--- config.mk ---
export PLATFORM = sky130hd
export DESIGN_NAME = light_gun_position_smoother
export DESIGN_NICKNAME = d
export VERILOG_FILES = /design/src/design/lgps_pkg.sv /design/src/design/lgps_dp.sv /design/src/design/lgps_ctrl.sv /design/src/design/light_gun_position_smoother.sv
export SDC_FILE = /design/constraint.sdc
export NUM_CORES = 1
export LEC_CHECK = 0
export BUFFER_PORTS_ARGS = -buffer_cell sky130_fd_sc_hd__buf_2
export CAP_MARGIN = 15
export CORE_MARGIN = 2
export CORE_UTILIZATION = 40
export DETAILED_ROUTE_END_ITERATION = 16
export PLACE_DENSITY = 0.59
export SLEW_MARGIN = 20
export SYNTH_ARGS = -nofsm -noshare
export SYNTH_HDL_FRONTEND = slang
export SYNTH_SLANG_ARGS = --single-unit
--- constraint.sdc ---
create_clock -name clk_i -period 19.5 [get_ports clk_i]
set_clock_uncertainty 0.2 [all_clocks]
set_input_delay 1.95 -clock clk_i [delete_from_list [all_inputs] [get_ports clk_i]]
set_output_delay 1.95 -clock clk_i [all_outputs]
set_load 0.02 [all_outputs]
--- src/design/lgps_pkg.sv ---
// ----------------------------------------------------------------------------
// lgps_pkg
// Shared types and constants for the light-gun position smoother.
// ----------------------------------------------------------------------------
package lgps_pkg;

  localparam int RAW_W     = 8;   // raw_x / raw_y width
  localparam int MAPX_W    = 9;   // remapped horizontal position
  localparam int CUR_X_W   = 11;  // cursor_x width
  localparam int CUR_Y_W   = 10;  // cursor_y width
  localparam int OFS_W     = 8;   // offset register width
  localparam int CFG_IDX_W = 2;
  localparam int CFG_DAT_W = 8;

  // Reciprocal table for the mean: q = (sum * RECIP[n]) >> RECIP_SHIFT.
  // Exact for sums below 2^12 and counts up to 8.
  localparam int RECIP_SHIFT = 15;
  localparam int RECIP_W     = 16;
  localparam logic [RECIP_W-1:0] RECIP [16] = '{
    16'd0,     16'd32768, 16'd16384, 16'd10923,
    16'd8192,  16'd6554,  16'd5462,  16'd4682,
    16'd4096,  16'd0,     16'd0,     16'd0,
    16'd0,     16'd0,     16'd0,     16'd0
  };

  typedef enum logic [CFG_IDX_W-1:0] {
    REG_AVG_ENABLE = 2'd0,
    REG_X_OFFSET   = 2'd1,
    REG_Y_OFFSET   = 2'd2
  } reg_idx_e;

  // Commands from the controller to the datapath
  typedef struct packed {
    logic capture;  // latch the accepted request
    logic update;   // remap and update the ring and running sums
    logic scale;    // form the means
    logic commit;   // load the cursor register
  } dp_cmd_t;

endpackage

--- src/design/lgps_dp.sv ---
// ----------------------------------------------------------------------------
// lgps_dp
// Datapath: config registers, x remap, sample ring with running sums,
// reciprocal-multiply mean and the held cursor register.
// ----------------------------------------------------------------------------
module lgps_dp
  import lgps_pkg::*;
#(
  parameter int RING_DEPTH = 4
) (
  input  logic                       clk_i,
  input  logic                       rst_ni,
  input  dp_cmd_t                    cmd_i,
  input  logic                       cfg_we_i,
  input  logic [CFG_IDX_W-1:0]       cfg_idx_i,
  input  logic [CFG_DAT_W-1:0]       cfg_data_i,
  input  logic [RAW_W-1:0]           raw_x_i,
  input  logic                       x_valid_i,
  input  logic [RAW_W-1:0]           raw_y_i,
  output logic signed [CUR_X_W-1:0]  cursor_x_o,
  output logic signed [CUR_Y_W-1:0]  cursor_y_o
);

  localparam int PTR_W  = (RING_DEPTH > 1) ? $clog2(RING_DEPTH) : 1;
  localparam int CNT_W  = $clog2(RING_DEPTH + 1);
  localparam int SUMX_W = MAPX_W + $clog2(RING_DEPTH);
  localparam int SUMY_W = RAW_W + $clog2(RING_DEPTH);
  localparam int PRODX_W = SUMX_W + RECIP_W;
  localparam int PRODY_W = SUMY_W + RECIP_W;

  localparam logic [RAW_W-1:0] X_LO_START  = 8'd60;
  localparam logic [RAW_W-1:0] X_GAP_START = 8'd183;
  localparam logic [RAW_W-1:0] X_HI_START  = 8'd228;

  function automatic logic [MAPX_W-1:0] remap_x(input logic [RAW_W-1:0] x);
    logic [MAPX_W-1:0] xe;
    logic [MAPX_W-1:0] r;
    xe = {1'b0, x};
    if (x >= X_LO_START && x < X_GAP_START) begin
      r = (xe - 9'd60) << 1;
    end else if (x >= X_HI_START) begin
      r = ((xe - 9'd228) << 1) + 9'd246;
    end else if (x < X_LO_START) begin
      r = (xe << 1) + 9'd302;
    end else begin
      r = '0;
    end
    return r;
  endfunction

  // Config registers
  logic                    avg_en_q;
  logic signed [OFS_W-1:0] x_ofs_q;
  logic signed [OFS_W-1:0] y_ofs_q;

  always_ff @(posedge clk_i or negedge rst_ni) begin
    if (!rst_ni) begin
      avg_en_q <= 1'b0;
      x_ofs_q  <= -8'sd20;
      y_ofs_q  <= 8'sd0;
    end else if (cfg_we_i) begin
      unique case (cfg_idx_i)
        REG_AVG_ENABLE: avg_en_q <= cfg_data_i[0];
        REG_X_OFFSET:   x_ofs_q  <= $signed(cfg_data_i);
        REG_Y_OFFSET:   y_ofs_q  <= $signed(cfg_data_i);
        default: ;
      endcase
    end
  end

  // Request registers
  logic [RAW_W-1:0] raw_x_q, raw_y_q;
  logic             x_valid_q;

  always_ff @(posedge clk_i) begin
    if (cmd_i.capture) begin
      raw_x_q   <= raw_x_i;
      x_valid_q <= x_valid_i;
      raw_y_q   <= raw_y_i;
    end
  end

  logic [MAPX_W-1:0] mx;
  assign mx = remap_x(raw_x_q);

  // Ring storage
  logic [MAPX_W-1:0] slot_x_q [RING_DEPTH];
  logic [RAW_W-1:0]  slot_y_q [RING_DEPTH];
  logic [RING_DEPTH-1:0] slot_valid_q;
  logic [PTR_W-1:0]  ptr_q;
  logic [CNT_W-1:0]  cnt_q;
  logic [SUMX_W-1:0] sum_x_q;
  logic [SUMY_W-1:0] sum_y_q;

  logic              old_valid;
  logic [SUMX_W-1:0] old_x;
  logic [SUMY_W-1:0] old_y;
  logic [PTR_W-1:0]  ptr_next;

  assign old_valid = slot_valid_q[ptr_q];
  assign old_x     = old_valid ? SUMX_W'(slot_x_q[ptr_q]) : '0;
  assign old_y     = old_valid ? SUMY_W'(slot_y_q[ptr_q]) : '0;
  assign ptr_next  = (ptr_q == PTR_W'(RING_DEPTH - 1)) ? '0 : ptr_q + 1'b1;

  always_ff @(posedge clk_i) begin
    if (cmd_i.update && avg_en_q && x_valid_q) begin
      slot_x_q[ptr_q] <= mx;
      slot_y_q[ptr_q] <= raw_y_q;
    end
  end

  always_ff @(posedge clk_i or negedge rst_ni) begin
    if (!rst_ni) begin
      slot_valid_q <= '0;
      ptr_q        <= '0;
      cnt_q        <= '0;
      sum_x_q      <= '0;
      sum_y_q      <= '0;
    end else if (cmd_i.update && avg_en_q) begin
      if (x_valid_q) begin
        // swap the overwritten entry out of the running sums
        slot_valid_q[ptr_q] <= 1'b1;
        ptr_q   <= ptr_next;
        cnt_q   <= old_valid ? cnt_q : cnt_q + 1'b1;
        sum_x_q <= sum_x_q - old_x + SUMX_W'(mx);
        sum_y_q <= sum_y_q - old_y + SUMY_W'(raw_y_q);
      end else begin
        // lost aim: drop the ring
        slot_valid_q <= '0;
        ptr_q        <= '0;
        cnt_q        <= '0;
        sum_x_q      <= '0;
        sum_y_q      <= '0;
      end
    end
  end

  // Mean by reciprocal multiply
  logic [RECIP_W-1:0]  recip;
  logic [PRODX_W-1:0]  prod_x;
  logic [PRODY_W-1:0]  prod_y;
  logic [MAPX_W-1:0]   mean_x_q;
  logic [RAW_W-1:0]    mean_y_q;

  assign recip  = RECIP[4'(cnt_q)];
  assign prod_x = PRODX_W'(sum_x_q) * PRODX_W'(recip);
  assign prod_y = PRODY_W'(sum_y_q) * PRODY_W'(recip);

  always_ff @(posedge clk_i) begin
    if (cmd_i.scale) begin
      mean_x_q <= prod_x[RECIP_SHIFT +: MAPX_W];
      mean_y_q <= prod_y[RECIP_SHIFT +: RAW_W];
    end
  end

  // Held cursor
  logic signed [CUR_X_W-1:0] held_x_q, held_x_d;
  logic signed [CUR_Y_W-1:0] held_y_q, held_y_d;
  logic [MAPX_W-1:0]         sel_x;
  logic [RAW_W-1:0]          sel_y;

  assign sel_x = avg_en_q ? mean_x_q : mx;
  assign sel_y = avg_en_q ? mean_y_q : raw_y_q;

  always_comb begin
    held_x_d = held_x_q;
    held_y_d = held_y_q;
    if (x_valid_q) begin
      held_x_d = $signed(CUR_X_W'(sel_x)) + CUR_X_W'(x_ofs_q);
      held_y_d = $signed(CUR_Y_W'(sel_y)) + CUR_Y_W'(y_ofs_q);
    end
  end

  always_ff @(posedge clk_i or negedge rst_ni) begin
    if (!rst_ni) begin
      held_x_q <= 11'sd152;
      held_y_q <= 10'sd104;
    end else if (cmd_i.commit) begin
      held_x_q <= held_x_d;
      held_y_q <= held_y_d;
    end
  end

  assign cursor_x_o = held_x_q;
  assign cursor_y_o = held_y_q;

  a_cnt_matches_valid: assert property (@(posedge clk_i) disable iff (!rst_ni)
    cnt_q == CNT_W'($countones(slot_valid_q)))
    else $error("ring count does not match valid slots");

  a_ptr_in_range: assert property (@(posedge clk_i) disable iff (!rst_ni)
    ptr_q <= PTR_W'(RING_DEPTH - 1))
    else $error("ring pointer out of range");

  a_scale_has_entries: assert property (@(posedge clk_i) disable iff (!rst_ni)
    (cmd_i.scale && avg_en_q && x_valid_q) |-> (cnt_q != '0))
    else $error("mean formed over an empty ring");

endmodule

--- src/design/lgps_ctrl.sv ---
// ----------------------------------------------------------------------------
// lgps_ctrl
// Controller: sequences capture, ring update, scaling and commit, and owns
// the request handshakes on both channels.
// ----------------------------------------------------------------------------
module lgps_ctrl
  import lgps_pkg::*;
(
  input  logic    clk_i,
  input  logic    rst_ni,
  input  logic    in_valid_i,
  output logic    in_stall_o,
  output logic    out_valid_o,
  input  logic    out_stall_i,
  output dp_cmd_t cmd_o
);

  typedef enum logic [1:0] {
    ST_IDLE,
    ST_UPDATE,
    ST_SCALE,
    ST_COMMIT
  } state_e;

  state_e state_q;
  logic   out_valid_q;
  logic   out_free;

  assign out_free = !out_valid_q || !out_stall_i;

  always_ff @(posedge clk_i or negedge rst_ni) begin
    if (!rst_ni) begin
      state_q     <= ST_IDLE;
      out_valid_q <= 1'b0;
    end else begin
      if (cmd_o.commit) begin
        out_valid_q <= 1'b1;
      end else if (out_valid_q && !out_stall_i) begin
        out_valid_q <= 1'b0;
      end
      unique case (state_q)
        ST_IDLE:   if (in_valid_i) state_q <= ST_UPDATE;
        ST_UPDATE: state_q <= ST_SCALE;
        ST_SCALE:  state_q <= ST_COMMIT;
        ST_COMMIT: begin
          // hold until the output register can take the new cursor
          if (out_free) begin
            state_q <= ST_IDLE;
          end
        end
        default:   state_q <= ST_IDLE;
      endcase
    end
  end

  assign in_stall_o    = (state_q != ST_IDLE);
  assign out_valid_o   = out_valid_q;
  assign cmd_o.capture = (state_q == ST_IDLE) && in_valid_i;
  assign cmd_o.update  = (state_q == ST_UPDATE);
  assign cmd_o.scale   = (state_q == ST_SCALE);
  assign cmd_o.commit  = (state_q == ST_COMMIT) && out_free;

  a_commit_sets_valid: assert property (@(posedge clk_i) disable iff (!rst_ni)
    cmd_o.commit |=> out_valid_q)
    else $error("commit did not raise output valid");

  a_no_overwrite: assert property (@(posedge clk_i) disable iff (!rst_ni)
    cmd_o.commit |-> !(out_valid_q && out_stall_i))
    else $error("cursor overwritten while stalled");

endmodule

--- src/design/light_gun_position_smoother.sv ---
// ----------------------------------------------------------------------------
// light_gun_position_smoother
// Light-gun cursor smoother: x remap, optional ring-average, offsets.
// ----------------------------------------------------------------------------
// Sequence: the controller runs capture, ring update, reciprocal multiply
// and commit for each request and stalls the input until it is back in
// idle; commit waits while the output is stalled. The output register
// lets the next request in while the last cursor is still stalled.
// Reset: ring empty, pointer 0, cursor 152/104, averaging off, offsets -20/0.
module light_gun_position_smoother
  import lgps_pkg::*;
#(
  parameter int RING_DEPTH = 4
) (
  input  logic                       clk_i,
  input  logic                       rst_ni,
  input  logic                       cfg_we_i,
  input  logic [CFG_IDX_W-1:0]       cfg_idx_i,
  input  logic [CFG_DAT_W-1:0]       cfg_data_i,
  input  logic                       in_valid_i,
  output logic                       in_stall_o,
  input  logic [RAW_W-1:0]           raw_x_i,
  input  logic                       x_valid_i,
  input  logic [RAW_W-1:0]           raw_y_i,
  output logic                       out_valid_o,
  input  logic                       out_stall_i,
  output logic signed [CUR_X_W-1:0]  cursor_x_o,
  output logic signed [CUR_Y_W-1:0]  cursor_y_o
);

  dp_cmd_t cmd;

  lgps_ctrl u_ctrl (
    .clk_i       (clk_i),
    .rst_ni      (rst_ni),
    .in_valid_i  (in_valid_i),
    .in_stall_o  (in_stall_o),
    .out_valid_o (out_valid_o),
    .out_stall_i (out_stall_i),
    .cmd_o       (cmd)
  );

  lgps_dp #(
    .RING_DEPTH (RING_DEPTH)
  ) u_dp (
    .clk_i      (clk_i),
    .rst_ni     (rst_ni),
    .cmd_i      (cmd),
    .cfg_we_i   (cfg_we_i),
    .cfg_idx_i  (cfg_idx_i),
    .cfg_data_i (cfg_data_i),
    .raw_x_i    (raw_x_i),
    .x_valid_i  (x_valid_i),
    .raw_y_i    (raw_y_i),
    .cursor_x_o (cursor_x_o),
    .cursor_y_o (cursor_y_o)
  );

endmodule
Word-level counts from Yosys, hierarchy flattened. Memories as Yosys holds them, arrays and structs flattened. Cells that the tools add are included.

Register bits: 105. Bits in latches: 0. Memory bits (writable): 68. Memory bits (read-only): 256. Input bits: 32. Output and inout port bits: 23. Word-level logic and storage cells: 99. Memories: 3.

$add $sub $neg: 12. Multipliers: 2. Div/mod/pow operators: 0. Order comparisons: 7. Equal/unequal tests: 9. Shift operators: 0. Muxes and demuxes: 27. Bitwise logic cells: 2. Reductions and logical operators: 20.

Memories: (name not given) (depth 16, width 16, read ports 1, clocked after memory_dff 0, write ports 0, RTL line lgps_dp.sv:145) `assign recip = RECIP[4'(cnt_q)];`; u_dp.slot_x_q (depth 4, width 9, read ports 1, clocked after memory_dff 0, write ports 1, RTL line lgps_dp.sv:87) `logic [MAPX_W-1:0] slot_x_q [RING_DEPTH];`; u_dp.slot_y_q (depth 4, width 8, read ports 1, clocked after memory_dff 0, write ports 1, RTL line lgps_dp.sv:88) `logic [RAW_W-1:0] slot_y_q [RING_DEPTH];`.

Operators by type and width (count): two-way mux 9 bit (5); two-way mux 16 bit (2); multiplier 11 x 16 -> 24 bit (1); multiplier 10 x 16 -> 23 bit (1); two-way mux 8 bit (2); AND reduction 2 bit (6); adder 10 x 8 -> 11 bit (1); adder 11 x 9 -> 11 bit (1); two-way mux 11 bit (1); subtractor 11 bit (1); adder 10 x 8 -> 10 bit (1); adder 9 x 8 -> 10 bit (1); two-way mux 10 bit (1); subtractor 10 bit (1); adder 9 x 8 -> 9 bit (second input constant) (1); adder 9 bit (second input constant) (1); equality test 2 bit (second input constant) (4); greater-or-equal comparator 8 x 6 -> 1 bit (second input constant) (1); greater-or-equal comparator 8 bit (second input constant) (1); less-than comparator 8 x 6 -> 1 bit (second input constant) (1); less-than comparator 8 bit (second input constant) (1); two-way mux 2 bit (4); case mux 2 bit (4 select lines) (1); subtractor 8 x 6 -> 8 bit (second input constant) (1); 21 further kinds (38).

Logic depth before layout (Yosys ltp).
Depth after elaboration: 6. Mapped depth: 24.

Modules after synthesis. From an unflattened synthesis, not the netlist that was laid out.

Cells, all modules: 1751. Area total of the unflattened synthesis: 17834.6 um^2.

Modules (own cells, without submodules): lgps_dp (times used 1, cells each 1732, area an instance 17609.4 um^2, sequential area each 4633.2 um^2); lgps_ctrl (times used 1, cells each 19, area an instance 225.2 um^2, sequential area each 75.1 um^2).

Worst setup path before layout. OpenSTA, ideal clock, no wires.

Path type: register to register. Start: register u_dp.cnt_q[1]. End: register u_dp.mean_x_q[7] (data pin). Library setup time: 0.258 ns. Arrival time: 5.940 ns. Slack: 13.102 ns. Stages on the path, launching flop included: 23. Clock period less this slack: 6.398 ns. Cell sequence: dfrtp_1 clkinv_1 ha_1 clkinv_1 nor2_1 clkbuf_1 nand2_1 inv_1 fa_1 fa_1 fa_1 fa_1 inv_1 fa_1 inv_1 ha_1 a21o_1 a21oi_1 o21ai_0 a31o_2 a211o_1 a21oi_1 xnor2_1.

Cells in the longest elaborated chain, start to end: 5.

RTL lines: from (decl) (RTL line lgps_dp.sv:91) `logic [CNT_W-1:0] cnt_q;`; from (signal assigned) (RTL line lgps_dp.sv:124) `cnt_q <= old_valid ? cnt_q : cnt_q + 1'b1;`; NOT 3 -> 5 bit (implied by the code) (RTL line lgps_dp.sv:145); memory read (16 x 16 bit); two-way mux 16 bit (implied by the code) (2 in series) (RTL line lgps_dp.sv:145); multiplier 11 x 16 -> 24 bit (RTL line lgps_dp.sv:146) `assign prod_x = PRODX_W'(sum_x_q) * PRODX_W'(recip);`; named net u_dp.prod_x[22] (RTL line lgps_dp.sv:140) `logic [PRODX_W-1:0] prod_x;`; to (signal assigned) (RTL line lgps_dp.sv:151) `mean_x_q <= prod_x[RECIP_SHIFT +: MAPX_W];`; to (decl) (RTL line lgps_dp.sv:142) `logic [MAPX_W-1:0] mean_x_q;`.

The timed path passes the listed nets, and every way through them passes these cells. The select of a mux whose other input is x is not followed. A chain may end at the register's enable or synchronous reset.

Final worst setup path.
Start: register u_dp.cnt_q[1]. End: register u_dp.mean_y_q[7] (data pin).

Cells in the longest elaborated chain, start to end: 5.

RTL lines: NOT 3 -> 5 bit (implied by the code) (RTL line lgps_dp.sv:145); memory read (16 x 16 bit); two-way mux 16 bit (implied by the code) (2 in series) (RTL line lgps_dp.sv:145); multiplier 10 x 16 -> 23 bit (RTL line lgps_dp.sv:147) `assign prod_y = PRODY_W'(sum_y_q) * PRODY_W'(recip);`; named net u_dp.prod_y[22] (RTL line lgps_dp.sv:141) `logic [PRODY_W-1:0] prod_y;`; to (signal assigned) (RTL line lgps_dp.sv:152) `mean_y_q <= prod_y[RECIP_SHIFT +: RAW_W];`; to (decl) (RTL line lgps_dp.sv:143) `logic [RAW_W-1:0] mean_y_q;`.

The timed path passes the listed nets, and every way through them passes these cells. The select of a mux whose other input is x is not followed.

==> impl_metrics.toml <==
[logic_synthesis]
postSynthRegisterBits = 168
synth-async-reset-ratio = 0.4167
synth-simple-area-share = 0.1156
synth_compound_area_frac = 0.07576
yosys.area_share.adder = 0.3814
synth_top_family_by_area = "adder cells"
ys_warn_count = 0
synth.yosys.seq_area_share = 0.2618
avgSynthCellArea_um2 = 10.14
synth_cells = 1773
synth_area_um2 = 17980
synth_cell_types = 69
synth_ff_type = "edfxtp_1"
synth_xor_area_frac = 0.03249
synth-edff-count = 98
synthMuxAreaShare = 0.04139

[sta]
rsz0062_at_grt = "no"
tightestPinTransition_ps = 1196
holdWs_ps = 278.4
setup_viol = 0
fin_tns_setup_ps = 0
finalCriticalPeriod_ps = 7949
drv_slew = 0
fmax_ghz = 0.1258
post-route-period-util = 0.4077
finalHoldViolations = 0
max_slew_margin = 0.2000

[layout]
final_layout_size_suffix_gt1_frac = 0.09320
fin_nets = 2244
area_delta_synth_final_pct = 8.606
diodes = 0

[global_route]
grt_pass1_wl_um = 68560
gr-usage-all-layers = 0.1876
antenna_found_initial = 0
first_global_vias = 12790
overflow = 0
grt_max_degree = 71

[clock_network]
post-cts-setup-buffers = 0
clock_path_buffers = 2
numCtsBuffers = 17
cts_sinks = 168
cts.root.buffer_cell = "clkbuf_16"
cts_resized = 0
hold_buffers = 0
cts.clk_slew.worst_paths_ps = 70
cts_tree = "yes"
insertion_delay_ps = 440
htreeDepth = 4

[placed_design]
place_congestion = 0.8727
hpwl_um = 33500
portBuffers = 54

[setup_path]
cp.required_ps = 19480
reg2reg_setup_slack_ps = 11550
path_max_fanout = 14
end_kind = "flip-flop"
crit_type = "reg -> reg"
startpoint_type = "flip-flop"
arrival_ps = 7930
rr_startpoint = "u_dp.cnt_q[1]"
r2r_end = "u_dp.mean_y_q[7]"
rr_worst_depth = 21

[detailed_routing]
vias_per_cell = 5.021
wl_um = 41210
drtIter0Drc = 788
drc = 0
ant_nets = 0
via_count = 12130
dr.pass1.iters = 6
wire_per_inst_um = 17.06

[worst_hold_path]
whs_path_depth = 2
min-delay-start = "u_dp.cursor_y_o[5]"
hold_end = "u_dp.cursor_y_o[5]"
hold_class = "reg -> reg"

[floorplanning]
die_h_um = 216.0
die_area_um2 = 46670
rows = 77
initial_utilization = 0.4058
fp.dieW_um = 216.0
coreArea_um2 = 44320
pin_count = 55

[pwr]
p_per_area_nw_per_um2 = 105.1
irDropWorstVdd_uv = 97.16
p_leak_nw = 9.512

[job]
max-cap-violations = 0

[outcome]
status = "finished clean"
## cell usage after synthesis (all sizes together) (3+ instances only)
library cell / n / share of area
a31o: 4 / 0.0019
a211o: 3 / 0.0015
o31ai: 11 / 0.0046
o21bai: 6 / 0.0025
xor2: 21 / 0.010
o41ai: 3 / 0.0015
clkinv: 4 / 0.00083
a21oi: 56 / 0.016
a31oi: 8 / 0.0028
dfstp: 11 / 0.016
ha: 157 / 0.11
o22ai: 5 / 0.0017
mux2: 30 / 0.019
nor3: 27 / 0.0075
and3: 28 / 0.0097
and2: 73 / 0.025
inv: 369 / 0.077
o21ai: 67 / 0.019
a211oi: 10 / 0.0042
nand2b: 8 / 0.0028
o211ai: 3 / 0.0015
nor2b: 10 / 0.0035
dfrtp: 59 / 0.082
or3: 3 / 0.0010
nand4: 3 / 0.0010
xnor2: 44 / 0.022
nand2: 197 / 0.042
mux4: 17 / 0.021
nor2: 62 / 0.013
fa: 244 / 0.27
buf: 8 / 0.0025
nand3b: 4 / 0.0024
edfxtp: 98 / 0.16
o21a: 11 / 0.0046
nand3: 16 / 0.0045
clkbuf: 52 / 0.011
a21o: 10 / 0.0042
## placed cells by master, fill, tap and decap left out, drive strengths merged, types with 14 or more instances in the layout
| master | n |
|---|---|
| edfxtp | 98 |
| nand2 | 197 |
| and2 | 73 |
| ha | 157 |
| dfrtp | 59 |
| clkbuf | 24 |
| fa | 244 |
| nor3 | 27 |
| xnor2 | 44 |
| conb | 14 |
| a21oi | 56 |
| nor2 | 62 |
| inv | 371 |
| xor2 | 21 |
| o21ai | 67 |
| buf | 67 |
| mux2 | 30 |
| nand3 | 16 |
| and3 | 28 |
| mux4 | 17 |
## flip-flops by register name, summed over array words and instances, names as in the netlist, 8 cells and up
| register | count |
|---|---|
| u_dp.sum_x_q | 10 |
| u_dp.x_ofs_q | 8 |
| u_dp.mean_y_q | 8 |
| u_dp.cursor_y_o | 10 |
| u_dp.raw_y_q | 8 |
| u_dp.cursor_x_o | 11 |
| u_dp.y_ofs_q | 8 |
| u_dp.slot_y_q | 32 |
| u_dp.slot_x_q | 32 |
| u_dp.sum_y_q | 10 |
| u_dp.raw_x_q | 8 |
| u_dp.mean_x_q | 9 |
## per-stage QoR
step / utilization / power, mW / std cells / instance area [µm²] / setup WS [ps]
floorplan: - / 1.404 / 1785 / 18030 / 13100
global placement: 0.4265 / 1.685 / 2384 / 18900 / 11980
detailed placement: 0.4265 / 1.703 / 2384 / 18900 / 11780
CTS: 0.4407 / 2.064 / 2416 / 19530 / 11710
global route: 0.4407 / 2.238 / 2416 / 19530 / 11290
finish: 0.4407 / 2.052 / 2416 / 19530 / 11550
## cell type report
| type | count | area (µm²) |
|---|---|---|
| multi-input combinational | 1184 | 11680 |
| inverter | 373 | 1400 |
| sequential | 168 | 4708 |
| clock inverter | 8 | 106.4 |
| clock buffer | 24 | 525.5 |
| fill | 4305 | 24790 |
| tap | 592 | 740.7 |
| timing repair buffer | 67 | 367.9 |
## worst max-delay path, stage by stage (launching register included)
cell	delay, ps
dfrtp_1	480
clkinv_1	330
ha_1	450
clkinv_1	230
nor2_1	960
nand2_1	360
fa_1	610
inv_1	50
fa_1	470
fa_1	460
fa_1	510
inv_1	50
fa_1	470
inv_1	40
ha_1	280
and4_1	260
nand4_1	220
nor4_1	310
o21ai_1	230
a31oi_1	280
nor2_1	100
a311o_1	330
## report_power, final
part / internal (mW) / total [mW] / switching, mW
clock: 0.216 / 0.355 / 0.139
combinational: 0.453 / 1.09 / 0.641
sequential: 0.483 / 0.604 / 0.121
total: 1.15 / 2.05 / 0.901
## worst max path at each step
stage,startpoint,to,slack (ps),cells after the start
global route,u_dp.cnt_q[1],u_dp.mean_y_q[7],11290,21
floorplan,u_dp.cnt_q[1],u_dp.mean_x_q[7],13100,22
finish,u_dp.cnt_q[1],u_dp.mean_y_q[7],11550,21
detailed placement,u_dp.cnt_q[1],u_dp.mean_y_q[7],11780,21
CTS,u_dp.cnt_q[1],u_dp.mean_y_q[7],11710,21
global placement,u_dp.cnt_q[1],u_dp.mean_y_q[7],11980,21
## layer usage
metal  vias to the layer above  wire length [µm]  GRT usage
met5                         -                 0          0
met4                         0               945    0.05548
met3                        49              1948    0.02396
met2                       284             19150     0.3017
met1                      6078             19180     0.2659
li1                       5720                 -          -
## kinds of logic (layout without fill, tap and decap cells)
family	after synthesis	in the layout
compound gates	215	215
mux	49	49
flops	168	168
buf+inv	433	472
simple gates	439	439
fa+ha+maj	402	402
other cells	2	14
xor+xnor	65	65
Note: power is estimated with default switching activity, not from simulation.
